===== config.mk =====
export PLATFORM = sky130hd
export DESIGN_NAME = sha1_message_digest_core
export DESIGN_NICKNAME = d
export VERILOG_FILES = /design/src/hw/rtl/sha1md_pkg.sv /design/src/hw/rtl/sha1_message_digest_core.sv /design/src/hw/rtl/sha1md_front.sv /design/src/hw/rtl/sha1md_queue.sv /design/src/hw/rtl/sha1md_back.sv
export SDC_FILE = /design/constraint.sdc
export NUM_CORES = 2
export LEC_CHECK = 0
export BUFFER_PORTS_ARGS = -buffer_cell sky130_fd_sc_hd__buf_2
export CAP_MARGIN = 20
export CORE_ASPECT_RATIO = 0.7
export CORE_UTILIZATION = 29
export DETAILED_ROUTE_END_ITERATION = 10
export GPL_TIMING_DRIVEN = 0
export PLACE_DENSITY = 0.42
export SLEW_MARGIN = 20
export SYNTH_ARGS = -nofsm -noshare
export SYNTH_HDL_FRONTEND = slang
export SYNTH_HIERARCHICAL = 1
export SYNTH_SLANG_ARGS = --single-unit
export TNS_END_PERCENT = 50

===== constraint.sdc =====
create_clock -name aclk -period 20.2 [get_ports aclk]
set_clock_uncertainty 0.1 [all_clocks]
set_input_delay 4.04 -clock aclk [delete_from_list [all_inputs] [get_ports aclk]]
set_output_delay 4.04 -clock aclk [all_outputs]
set_load 0.05 [all_outputs]

===== src/hw/rtl/sha1md_pkg.sv =====
// shared types and constants of the sha-1 digest core
// used by the front, queue, back and top level files; no dependencies
package sha1md_pkg;

    localparam int WORD_W       = 32;
    localparam int BLOCK_WORDS  = 16;
    localparam int ROUNDS       = 80;
    localparam int DIGEST_WORDS = 5;
    localparam int Q_DEPTH      = 4;

    localparam int FILL_W   = $clog2(BLOCK_WORDS);
    localparam int ROUND_W  = $clog2(ROUNDS);
    localparam int IDX_W    = $clog2(DIGEST_WORDS);
    localparam int Q_PTR_W  = $clog2(Q_DEPTH);
    localparam int Q_CNT_W  = $clog2(Q_DEPTH + 1);
    localparam int NB_W     = 3;
    localparam int LEN_W    = 64;

    localparam int ROUND_F2 = 20;
    localparam int ROUND_F3 = 40;
    localparam int ROUND_F4 = 60;

    typedef logic [WORD_W-1:0] word_t;

    typedef struct packed {
        logic  is_final;
        word_t data;
    } push_t;

    localparam word_t H_INIT [DIGEST_WORDS] = '{
        32'h67452301, 32'hEFCDAB89, 32'h98BADCFE, 32'h10325476, 32'hC3D2E1F0
    };

    localparam word_t K_F1 = 32'h5A827999;
    localparam word_t K_F2 = 32'h6ED9EBA1;
    localparam word_t K_F3 = 32'h8F1BBCDC;
    localparam word_t K_F4 = 32'hCA62C1D6;

    localparam word_t PAD_MARK = 32'h80000000;
    localparam logic [7:0] PAD_BYTE = 8'h80;

    localparam logic [FILL_W-1:0] LEN_FILL = FILL_W'(BLOCK_WORDS - 2);

endpackage


===== src/hw/rtl/sha1_message_digest_core.sv =====
// top level of the sha-1 message digest core
// joins sha1md_front, sha1md_queue and sha1md_back; uses sha1md_pkg
//
// channel  dir  tdata         tuser        tlast
// s_       in   data_word     valid_bytes  last
// m_       out  digest_word   word_index   last_word
//
// a 16-word block is filled, run through 80 rounds and added into the chaining state
// by the single round unit in the back end, which takes one block at a time
// the final word adds padding and length pushes, one per cycle from the front end while the queue has room
// the front end runs up to four words ahead through the queue
// the digest leaves as five words from an output register while the next
// message fills; a new digest waits only if the previous one is not drained
// reset is synchronous and active low and restores the initial chaining state
module sha1_message_digest_core import sha1md_pkg::*; (
    input  logic             aclk,
    input  logic             aresetn,
    input  logic             s_tvalid,
    output logic             s_tready,
    input  logic [31:0]      s_tdata,   // data_word
    input  logic [NB_W-1:0]  s_tuser,   // valid_bytes
    input  logic             s_tlast,
    output logic             m_tvalid,
    input  logic             m_tready,
    output logic [31:0]      m_tdata,   // digest_word
    output logic [IDX_W-1:0] m_tuser,   // word_index
    output logic             m_tlast
);

    push_t push_item, pop_item;
    logic  push_valid, push_ready, pop_valid, pop_ready;

    sha1md_front u_front (
        .aclk       (aclk),
        .aresetn    (aresetn),
        .s_tvalid   (s_tvalid),
        .s_tready   (s_tready),
        .s_tdata    (s_tdata),
        .s_tuser    (s_tuser),
        .s_tlast    (s_tlast),
        .push_item  (push_item),
        .push_valid (push_valid),
        .push_ready (push_ready)
    );

    sha1md_queue u_queue (
        .aclk       (aclk),
        .aresetn    (aresetn),
        .push_item  (push_item),
        .push_valid (push_valid),
        .push_ready (push_ready),
        .pop_item   (pop_item),
        .pop_valid  (pop_valid),
        .pop_ready  (pop_ready)
    );

    sha1md_back u_back (
        .aclk      (aclk),
        .aresetn   (aresetn),
        .pop_item  (pop_item),
        .pop_valid (pop_valid),
        .pop_ready (pop_ready),
        .m_tvalid  (m_tvalid),
        .m_tready  (m_tready),
        .m_tdata   (m_tdata),
        .m_tuser   (m_tuser),
        .m_tlast   (m_tlast)
    );

endmodule


===== src/hw/rtl/sha1md_front.sv =====
// front end: accepts message words, keeps byte count and fill position,
// and turns the final word into padding and length pushes; uses sha1md_pkg
module sha1md_front import sha1md_pkg::*; (
    input  logic            aclk,
    input  logic            aresetn,
    input  logic            s_tvalid,
    output logic            s_tready,
    input  logic [31:0]     s_tdata,    // data_word
    input  logic [NB_W-1:0] s_tuser,    // valid_bytes
    input  logic            s_tlast,
    output push_t           push_item,
    output logic            push_valid,
    input  logic            push_ready
);

    typedef enum logic [3:0] {
        F_IDLE = 4'b0001,
        F_MARK = 4'b0010,
        F_ZERO = 4'b0100,
        F_LEN  = 4'b1000
    } fstate_t;

    fstate_t           state_reg, state_next;
    logic [FILL_W-1:0] fill_reg, fill_next;
    logic [LEN_W-1:0]  bytes_reg, bytes_next;
    logic [LEN_W-1:0]  bit_len;
    logic [NB_W-1:0]   nb;

    assign nb       = s_tuser[NB_W-1] ? NB_W'(4) : s_tuser;
    assign bit_len  = {bytes_reg[LEN_W-4:0], 3'b000};
    assign s_tready = (state_reg == F_IDLE) && push_ready;

    always_comb begin
        state_next = state_reg;
        bytes_next = bytes_reg;
        push_valid = 1'b0;
        push_item  = '{is_final: 1'b0, data: '0};
        case (state_reg)
            F_IDLE: begin
                push_valid = s_tvalid;
                push_item.data = s_tdata;
                if (s_tvalid && push_ready) begin
                    if (!s_tlast) begin
                        bytes_next = bytes_reg + LEN_W'(4);
                    end else begin
                        bytes_next = bytes_reg + LEN_W'(nb);
                        state_next = F_ZERO;
                        case (nb)
                            3'd0: push_item.data = PAD_MARK;
                            3'd1: push_item.data = {s_tdata[31:24], PAD_BYTE, 16'h0000};
                            3'd2: push_item.data = {s_tdata[31:16], PAD_BYTE, 8'h00};
                            3'd3: push_item.data = {s_tdata[31:8], PAD_BYTE};
                            default: begin
                                push_item.data = s_tdata;
                                state_next = F_MARK;
                            end
                        endcase
                    end
                end
            end
            F_MARK: begin
                push_valid = 1'b1;
                push_item.data = PAD_MARK;
                if (push_ready) begin
                    state_next = F_ZERO;
                end
            end
            F_ZERO: begin
                push_valid = 1'b1;
                push_item.data = (fill_reg == LEN_FILL) ? bit_len[63:32] : '0;
                if (push_ready && fill_reg == LEN_FILL) begin
                    state_next = F_LEN;
                end
            end
            F_LEN: begin
                push_valid = 1'b1;
                push_item  = '{is_final: 1'b1, data: bit_len[31:0]};
                if (push_ready) begin
                    state_next = F_IDLE;
                    bytes_next = '0;
                end
            end
            default: begin
                state_next = F_IDLE;
            end
        endcase
    end

    assign fill_next = (push_valid && push_ready) ? fill_reg + FILL_W'(1) : fill_reg;

    always_ff @(posedge aclk) begin
        if (!aresetn) begin
            state_reg <= F_IDLE;
            fill_reg  <= '0;
            bytes_reg <= '0;
        end else begin
            state_reg <= state_next;
            fill_reg  <= fill_next;
            bytes_reg <= bytes_next;
        end
    end

endmodule


===== src/hw/rtl/sha1md_queue.sv =====
// short word queue between front end and compression back end
// uses push_t and queue sizes from sha1md_pkg
module sha1md_queue import sha1md_pkg::*; (
    input  logic  aclk,
    input  logic  aresetn,
    input  push_t push_item,
    input  logic  push_valid,
    output logic  push_ready,
    output push_t pop_item,
    output logic  pop_valid,
    input  logic  pop_ready
);

    push_t              mem_reg [Q_DEPTH];
    logic [Q_PTR_W-1:0] wr_reg, wr_next;
    logic [Q_PTR_W-1:0] rd_reg, rd_next;
    logic [Q_CNT_W-1:0] cnt_reg, cnt_next;
    logic               do_push, do_pop;

    assign push_ready = cnt_reg != Q_CNT_W'(Q_DEPTH);
    assign pop_valid  = cnt_reg != '0;
    assign pop_item   = mem_reg[rd_reg];
    assign do_push    = push_valid && push_ready;
    assign do_pop     = pop_valid && pop_ready;

    always_comb begin
        wr_next  = do_push ? wr_reg + Q_PTR_W'(1) : wr_reg;
        rd_next  = do_pop ? rd_reg + Q_PTR_W'(1) : rd_reg;
        cnt_next = cnt_reg;
        case ({do_push, do_pop})
            2'b10:   cnt_next = cnt_reg + Q_CNT_W'(1);
            2'b01:   cnt_next = cnt_reg - Q_CNT_W'(1);
            default: cnt_next = cnt_reg;
        endcase
    end

    always_ff @(posedge aclk) begin
        if (!aresetn) begin
            wr_reg  <= '0;
            rd_reg  <= '0;
            cnt_reg <= '0;
        end else begin
            wr_reg  <= wr_next;
            rd_reg  <= rd_next;
            cnt_reg <= cnt_next;
        end
    end

    always_ff @(posedge aclk) begin
        if (do_push) begin
            mem_reg[wr_reg] <= push_item;
        end
    end

endmodule


===== src/hw/rtl/sha1md_back.sv =====
// back end: block shift register, 80-round compression, chaining state
// and the digest output register; uses sha1md_pkg
module sha1md_back import sha1md_pkg::*; (
    input  logic             aclk,
    input  logic             aresetn,
    input  push_t            pop_item,
    input  logic             pop_valid,
    output logic             pop_ready,
    output logic             m_tvalid,
    input  logic             m_tready,
    output logic [31:0]      m_tdata,   // digest_word
    output logic [IDX_W-1:0] m_tuser,   // word_index
    output logic             m_tlast    // last_word
);

    typedef enum logic [3:0] {
        B_FILL  = 4'b0001,
        B_ROUND = 4'b0010,
        B_ADD   = 4'b0100,
        B_DONE  = 4'b1000
    } bstate_t;

    bstate_t            state_reg, state_next;
    logic [FILL_W-1:0]  cnt_reg, cnt_next;
    logic [ROUND_W-1:0] round_reg, round_next;
    logic               fin_reg, fin_next;
    word_t              h_reg [DIGEST_WORDS];
    word_t              h_next [DIGEST_WORDS];
    logic               obusy_reg, obusy_next;
    logic [IDX_W-1:0]   oidx_reg, oidx_next;

    word_t              w_reg [BLOCK_WORDS];
    word_t              a_reg, b_reg, c_reg, d_reg, e_reg;
    word_t              out_reg [DIGEST_WORDS];

    word_t              f_val, k_val, t_val, sched, w_new;
    logic               do_pop, fill_done, out_take, out_load;

    assign pop_ready = state_reg == B_FILL;
    assign do_pop    = pop_valid && pop_ready;
    assign fill_done = do_pop && cnt_reg == FILL_W'(BLOCK_WORDS - 1);
    assign out_take  = obusy_reg && m_tready;
    assign out_load  = (state_reg == B_DONE) && !obusy_reg;

    always_comb begin
        if (round_reg < ROUND_W'(ROUND_F2)) begin
            f_val = (b_reg & c_reg) | (~b_reg & d_reg);
            k_val = K_F1;
        end else if (round_reg < ROUND_W'(ROUND_F3)) begin
            f_val = b_reg ^ c_reg ^ d_reg;
            k_val = K_F2;
        end else if (round_reg < ROUND_W'(ROUND_F4)) begin
            f_val = (b_reg & c_reg) | (b_reg & d_reg) | (c_reg & d_reg);
            k_val = K_F3;
        end else begin
            f_val = b_reg ^ c_reg ^ d_reg;
            k_val = K_F4;
        end
        t_val = {a_reg[26:0], a_reg[31:27]} + f_val + e_reg + k_val + w_reg[0];
        sched = w_reg[13] ^ w_reg[8] ^ w_reg[2] ^ w_reg[0];
        w_new = {sched[30:0], sched[31]};
    end

    always_comb begin
        state_next = state_reg;
        cnt_next   = cnt_reg;
        round_next = round_reg;
        fin_next   = fin_reg;
        h_next     = h_reg;
        obusy_next = obusy_reg;
        oidx_next  = oidx_reg;
        case (state_reg)
            B_FILL: begin
                if (do_pop) begin
                    cnt_next = cnt_reg + FILL_W'(1);
                    if (fill_done) begin
                        fin_next   = pop_item.is_final;
                        state_next = B_ROUND;
                    end
                end
            end
            B_ROUND: begin
                round_next = round_reg + ROUND_W'(1);
                if (round_reg == ROUND_W'(ROUNDS - 1)) begin
                    round_next = '0;
                    state_next = B_ADD;
                end
            end
            B_ADD: begin
                h_next[0]  = h_reg[0] + a_reg;
                h_next[1]  = h_reg[1] + b_reg;
                h_next[2]  = h_reg[2] + c_reg;
                h_next[3]  = h_reg[3] + d_reg;
                h_next[4]  = h_reg[4] + e_reg;
                state_next = fin_reg ? B_DONE : B_FILL;
            end
            B_DONE: begin
                if (!obusy_reg) begin
                    h_next     = H_INIT;
                    state_next = B_FILL;
                end
            end
            default: begin
                state_next = B_FILL;
            end
        endcase
        if (out_load) begin
            obusy_next = 1'b1;
            oidx_next  = '0;
        end else if (out_take) begin
            oidx_next = oidx_reg + IDX_W'(1);
            if (oidx_reg == IDX_W'(DIGEST_WORDS - 1)) begin
                obusy_next = 1'b0;
            end
        end
    end

    always_ff @(posedge aclk) begin
        if (!aresetn) begin
            state_reg <= B_FILL;
            cnt_reg   <= '0;
            round_reg <= '0;
            fin_reg   <= 1'b0;
            h_reg     <= H_INIT;
            obusy_reg <= 1'b0;
            oidx_reg  <= '0;
        end else begin
            state_reg <= state_next;
            cnt_reg   <= cnt_next;
            round_reg <= round_next;
            fin_reg   <= fin_next;
            h_reg     <= h_next;
            obusy_reg <= obusy_next;
            oidx_reg  <= oidx_next;
        end
    end

    always_ff @(posedge aclk) begin
        if (do_pop || state_reg == B_ROUND) begin
            for (int i = 0; i < BLOCK_WORDS - 1; i++) begin
                w_reg[i] <= w_reg[i + 1];
            end
            w_reg[BLOCK_WORDS - 1] <= (state_reg == B_ROUND) ? w_new : pop_item.data;
        end
        if (fill_done) begin
            a_reg <= h_reg[0];
            b_reg <= h_reg[1];
            c_reg <= h_reg[2];
            d_reg <= h_reg[3];
            e_reg <= h_reg[4];
        end else if (state_reg == B_ROUND) begin
            a_reg <= t_val;
            b_reg <= a_reg;
            c_reg <= {b_reg[1:0], b_reg[31:2]};
            d_reg <= c_reg;
            e_reg <= d_reg;
        end
        if (out_load) begin
            out_reg <= h_reg;
        end else if (out_take) begin
            for (int i = 0; i < DIGEST_WORDS - 1; i++) begin
                out_reg[i] <= out_reg[i + 1];
            end
        end
    end

    assign m_tvalid = obusy_reg;
    assign m_tdata  = out_reg[0];
    assign m_tuser  = oidx_reg;
    assign m_tlast  = oidx_reg == IDX_W'(DIGEST_WORDS - 1);

    a_round_range: assert property (@(posedge aclk) disable iff (!aresetn)
        state_reg == B_ROUND |-> round_reg < ROUND_W'(ROUNDS))
        else $error("round counter out of range");

    a_digest_load: assert property (@(posedge aclk) disable iff (!aresetn)
        out_load |=> obusy_reg && oidx_reg == '0 && state_reg == B_FILL)
        else $error("digest not loaded into output register");

    a_digest_end: assert property (@(posedge aclk) disable iff (!aresetn)
        out_take && m_tlast |=> !obusy_reg)
        else $error("output still busy after last digest word");

    a_no_pop_busy: assert property (@(posedge aclk) disable iff (!aresetn)
        state_reg != B_FILL |-> !pop_ready)
        else $error("queue popped outside block fill");

endmodule


# After elaboration in Yosys (flattened, before gate mapping)
# Memories as Yosys holds them, arrays and structs flattened. A register that Yosys moved wholly into a read port is not among the register bits.
# Cells that the tools add are included.
op_classes:
  reduce_logical: 28
  bitwise: 14
  n_eq_ne: 27
  addsub: 19
  n_mux: 57
  order_cmp: 3
op_table:
  columns: ["cell", "n"]
  rows:
  - ["$mux 32", 19]
  - ["$pmux 160 s2", 1]
  - ["$add 32x32->32", 9]
  - ["$mux 128", 2]
  - ["$pmux 32 s4", 2]
  - ["$mux 64", 3]
  - ["$mux 160", 1]
  - ["$xor 32x32->32", 5]
  - ["$and 32x32->32", 4]
  - ["$pmux 64 s2", 1]
  - ["$or 32x32->32", 3]
  - ["$add 64x3->64", 1]
  - ["$add 64x3->64 const B", 1]
  - ["$mux 4", 10]
  - ["$not 32->32", 1]
  - ["$pmux 4 s4", 2]
  - ["$mux 31", 1]
  - ["$eq 4x4->1 const B", 4]
  - ["$lt 7x6->1 const B", 2]
  - ["$reduce_bool 2->1", 6]
  - ["$ne 2x2->1 const B", 5]
  - ["$add 4x1->4 const B", 2]
  - ["$eq 4x1->1 const B", 2]
  - ["$eq 4x2->1 const B", 2]
  - ["other kinds (33)", 59]
word_totals:
  in_bits: 40
  n_memories: 2
  ramBits: 644
  word_cells: 177
  output_inout_bits: 38
  regBits: 579
memory_table:
  columns: ["memory", "words", "word_bits", "read_ports", "rd_clocked_by_memory_dff", "wr", "line", "text"]
  rows:
  - ["u_back.w_reg", 16, 32, 16, 0, 16, "sha1md_back.sv:32", "word_t w_reg [BLOCK_WORDS];"]
  - ["u_queue.mem_reg", 4, 33, 1, 1, 1, "sha1md_queue.sv:14", "push_t mem_reg [Q_DEPTH];"]

# Depth between registers and ports, before layout
logic_depth:
  depth_word: 12
  mapped_depth: 26
  depth_no_buf: 24

# Hierarchy
# Netlist, hierarchy kept.
by_module_without_submodules:
  columns: ["module", "seq_area_each_um2", "area_per_inst_um2", "cells_each", "n_inst"]
  rows:
  - ["sha1md_back", 28587.4, 48650.4, 4241, 1]
  - ["sha1md_queue", 4144.0, 5301.3, 225, 1]
  - ["sha1md_front", 1381.3, 4008.8, 507, 1]

# Worst setup path before layout
# OpenSTA, ideal clock, no wires.
synth_timing:
  kind: "reg-to-reg"
  start: "register u_back.state_reg[0]"
  end: "memory u_back/w_reg[0][0] (netlist bit), enable pin"
  t_arrival_ns: 13.168
  stages_incl_launch_ff: 5
  setup_ns: 0.971
  required_time_ns: 19.129
  n_path_buf: 1
  setup_slack_ns: 5.961
  synth_period_minus_slack_ns: 14.239
  cell_sequence: "dfxtp_1 -> nor2b_1 -> and3_1 -> clkbuf_1 -> nand2b_1"
synth_rtl:
  columns: ["element", "line", "text"]
  rows:
  - ["start: declaration", "sha1md_back.sv:23", "bstate_t state_reg, state_next;"]
  - ["start signal: assignment", "sha1md_back.sv:128", "state_reg <= state_next;"]
  - ["end: declaration", "sha1md_back.sv:32", null]

# Final worst setup path
layout_timing:
  start: "register u_back.round_reg[2]"
  end: "register u_back.a_reg[31], data pin"
layout_between:
  elab_chain_len: 10
  word_cells_on_any_way: 15
  classes_between: "add/sub (4); order compare (3); mux (8)"
layout_lines:
  columns: ["element", "line", "text"]
  rows:
  - ["start: declaration", "sha1md_back.sv:25", "logic [ROUND_W-1:0] round_reg, round_next;"]
  - ["start signal: assignment", "sha1md_back.sv:130", "round_reg <= round_next;"]
  - ["$lt 7x6->1", "sha1md_back.sv:52", "end else if (round_reg < ROUND_W'(ROUND_F4)) begin"]
  - ["$mux 32", "sha1md_back.sv:52", null]
  - ["$mux 32", "sha1md_back.sv:49", "end else if (round_reg < ROUND_W'(ROUND_F3)) begin"]
  - ["$mux 32", "sha1md_back.sv:46", "if (round_reg < ROUND_W'(ROUND_F2)) begin"]
  - ["$add 32x32->32 (2 in a row)", "sha1md_back.sv:59", "t_val = {a_reg[26:0], a_reg[31:27]} + f_val + e_reg + k_val + w_reg[0];"]
  - ["$add 32x32->32 (*) (2 in a row)", "sha1md_back.sv:59", null]
  - ["$mux 32 (*)", "sha1md_back.sv:151", "end else if (state_reg == B_ROUND) begin"]
  - ["$mux 32 (*)", "sha1md_back.sv:145", "if (fill_done) begin"]
  - ["end signal: assignment", "sha1md_back.sv:146", "a_reg <= h_reg[0];"]
  - ["end signal: assignment", "sha1md_back.sv:152", "a_reg <= t_val;"]
  - ["end: declaration", "sha1md_back.sv:33", "word_t a_reg, b_reg, c_reg, d_reg, e_reg;"]
# Every way passes the cells marked *; elsewhere a longest branch is shown, timed or not. The select of a mux whose other input is x is not followed.
# A chain may end at the register's enable or synchronous reset.

==> metrics <==
outcome finished clean; total number of vias 40,000; Max-Cap Viols 0; largest net degree at the start of global routing 59; CP required 20.60 ns; All-Layer GR Usage 0.196; Synth Area per Inst ~12 µm²; CTS resizes 0; worst vdd ir roughly 0.11 mV; Main synth FF type edfxtp_1; Tmin final about 9.5 ns; CTS Root Cell clkbuf_16; Worst path max stage delay ~0.83 ns; yosys synthesis warning count 6; area growth from synthesis to layout 15.0%; first-pass GRT wire length roughly 280 mm; final hold vios 0; count of final setup violators 0; Final Util 0.338; total core area 0.197 mm²; commonest non-fill, non-tap cell in the layout edfxtp_1; critical-path cell list and3_1 > or3_1 > clkbuf_1 > nand2_1 > inv_2 > buf_2 > a221oi_1 > fa_1 > inv_1 > fa_1 > inv_1 > fa_1 > inv_1 > ha_1 > and3_1 > a221oi_1 > a21oi_1 > o221ai_1 > o21ai_1 > o31ai_1 > a21oi_1 > a21oi_1 > xnor2_1 > o21ai_1; Netlist cell types 94; initial antenna violation count 21; register bit count reported by yosys roughly 1,200; buffers added on ports 76; DRT Wirelength 200 mm; Setup Buffers After CTS 0; CTS tree done; post-cts hold buffer count 0; Net Count, Synth 5,347; RSZ-0062 raised after global routing no; Clock Tree Buf Depth 4; max reg flops 512; clk_lat worst skew 0.78 ns; period utilisation layout 0.472; r2r setup slk 10.66 ns; nets 5,596; Gate Count Post-Synth around 5,000; Slew Viols, Final 0; vias per cell slightly above 5; starting density of the core 0.294; I/O pins 78; clock sink total 1,222; die height 376 µm; Hold Path Class reg2reg; Seq/Total Area, Yosys 0.589; Slew headroom 0.0914; CP arrival 9.94 ns; gr ovfl total 0; Critical Path Fanout Max 10; CTS clock-pin slew for the worst setup and hold paths approximately 0.06 ns; Worst path slowest cell clkbuf_1; Remaining DRCs 0; CP startpoint kind register; Post-synth EDFFs between 900 and 1,000; Post-synth ARST share 0; Max Freq 0.105 GHz; DR WL/cell 25.2 µm; Slew @ Worst Pin 1.34 ns; cell leakage power 25.0 nW; Pwr Density approximately 140 mW/mm²; num rows ~140; Critical Path Sink Type register; cts bufs inserted between 100 and 150; crit path kind reg2reg; Final TNS setup 0 ns; initial detailed-routing violation count approximately 4,600; Post-DRT Antenna Nets 0; layout cells sized above 1 0.0842; Post-DP HPWL 148 mm; mapped cell area 0.0580 mm²; GP Congestion 0.930; die width 536 µm; vias in the first global route 37,400; H-tree depth 4; First-pass DRT Iterations 8; most frequent cells in the layout edfxtp_1 (964), nand2_1 (926), nor2_1 (332); Die Area 0.202 mm²
-- synthesized netlist by cell type (all sizes together) (10+ instances only) --
cell    instances  area (µm²)
nor4           24         150
o21bai         30         225
inv           295        1110
ha            208        2600
mux4           33         754
o31ai          15         113
xnor2         209        1830
or3            26         163
a22oi          21         158
nor2b          35         219
a222oi         25         250
xor2          103         902
clkbuf        153         574
and3           25         156
nand2         928        3480
a211o          11        96.3
o221a          13         146
a21o           79         593
a31oi          26         163
nor3           73         365
nand2b         28         175
a211oi         22         170
buf            54         385
o21a           37         278
a21oi         252        1260
mux2i          38         380
dfxtp         258        5160
nand4          31         194
nor2          334        1250
nand3          71         368
fa            126        2520
o22ai          24         150
and2           27         169
a221oi         21         184
o21ai         208        1040
edfxtp        964       28900
or2            10        62.6
-- kinds of logic (layout without fill, tap and decap cells) --
logic type               Yosys count  after routing  share of synthesized area
AND/OR/NAND/NOR                 1647           1647                      0.122
adder cells (fa/ha/maj)          334            334                     0.0884
buffers and inverters            505            853                     0.0359
flip-flops                      1222           1222                      0.589
XOR/XNOR                         312            312                     0.0471
AO/OA/AOI/OAI                    881            881                     0.0986
other                              0              7                          0
multiplexers                      72             72                     0.0198
-- metrics by stage --
step                      setup slack [ns]  cell area [µm²]  instances  power, mW  hold slack, ns
after detailed placement             10.93            62300       7698       6.98           0.305
after global placement               0.486            61600       7671       6.40           0.300
final                                10.66            66700       7950       9.35           0.309
after global routing                 10.25            66600       7944       9.88           0.307
after CTS                            10.87            66600       7939       9.47           0.311
after floorplan                       5.96            58000       4973       6.16           0.300
-- where the power goes --
| group | total [mW] | leakage [nW] | switching [mW] | internal (mW) |
|---|---|---|---|---|
| clock | 2.44 | 2.09 | 1.05 | 1.39 |
| combinational | 2.73 | 12.0 | 1.78 | 0.959 |
| sequential | 4.18 | 11.0 | 0.281 | 3.90 |
-- layer usage --
metal / up-vias / wire, µm / GRT usage / part of all wire
li1: 18200 / - / - / -
met1: 20100 / 102000 / 0.320 / 0.51
met2: 1536 / 76300 / 0.258 / 0.38
met3: 206 / 18200 / 0.0407 / 0.091
met4: 6 / 3480 / 0.0388 / 0.017
met5: - / 40 / 0 / 0.00020
-- path summary, 6_finish.rpt --
kind / end / start / depth (start not counted)
worst max-delay path: u_back/a_reg[31]$_DFFE_PP_ / u_back/round_reg[2]$_SDFFE_PN0P_ / 24
worst min-delay path: u_back/w_reg[1][51]$_DFFE_PP_ / u_back/w_reg[1][83]$_DFFE_PP_ / 0
worst max register to register: u_back/a_reg[31]$_DFFE_PP_ / u_back/round_reg[2]$_SDFFE_PN0P_ / 24
worst min register to register: u_back/w_reg[1][51]$_DFFE_PP_ / u_back/w_reg[1][83]$_DFFE_PP_ / 0
-- layout make-up --
class	count	area (µm²)
fillers	19800	131000
flip-flops and latches	1222	34100
multi-input cells	3246	21800
clock buffers	188	3860
well taps	2622	3280
inverters	298	1120
repair buffers	107	1050
plain buffers	207	1010
clock inverters	53	380
diodes	7	17.5
-- critical path, delay by kind of cell (launching register included) --
kind / cells / cell delay, ns
and+or+nand+nor: 4 / 1.36
DFF: 1 / 0.44
buffers and inverters: 6 / 2.21
AOI/OAI and AO/OA: 9 / 2.87
adders and majority gates: 4 / 2.07
xor gates and xnor gates: 1 / 0.17
Power figures use the tool's default switching activity.
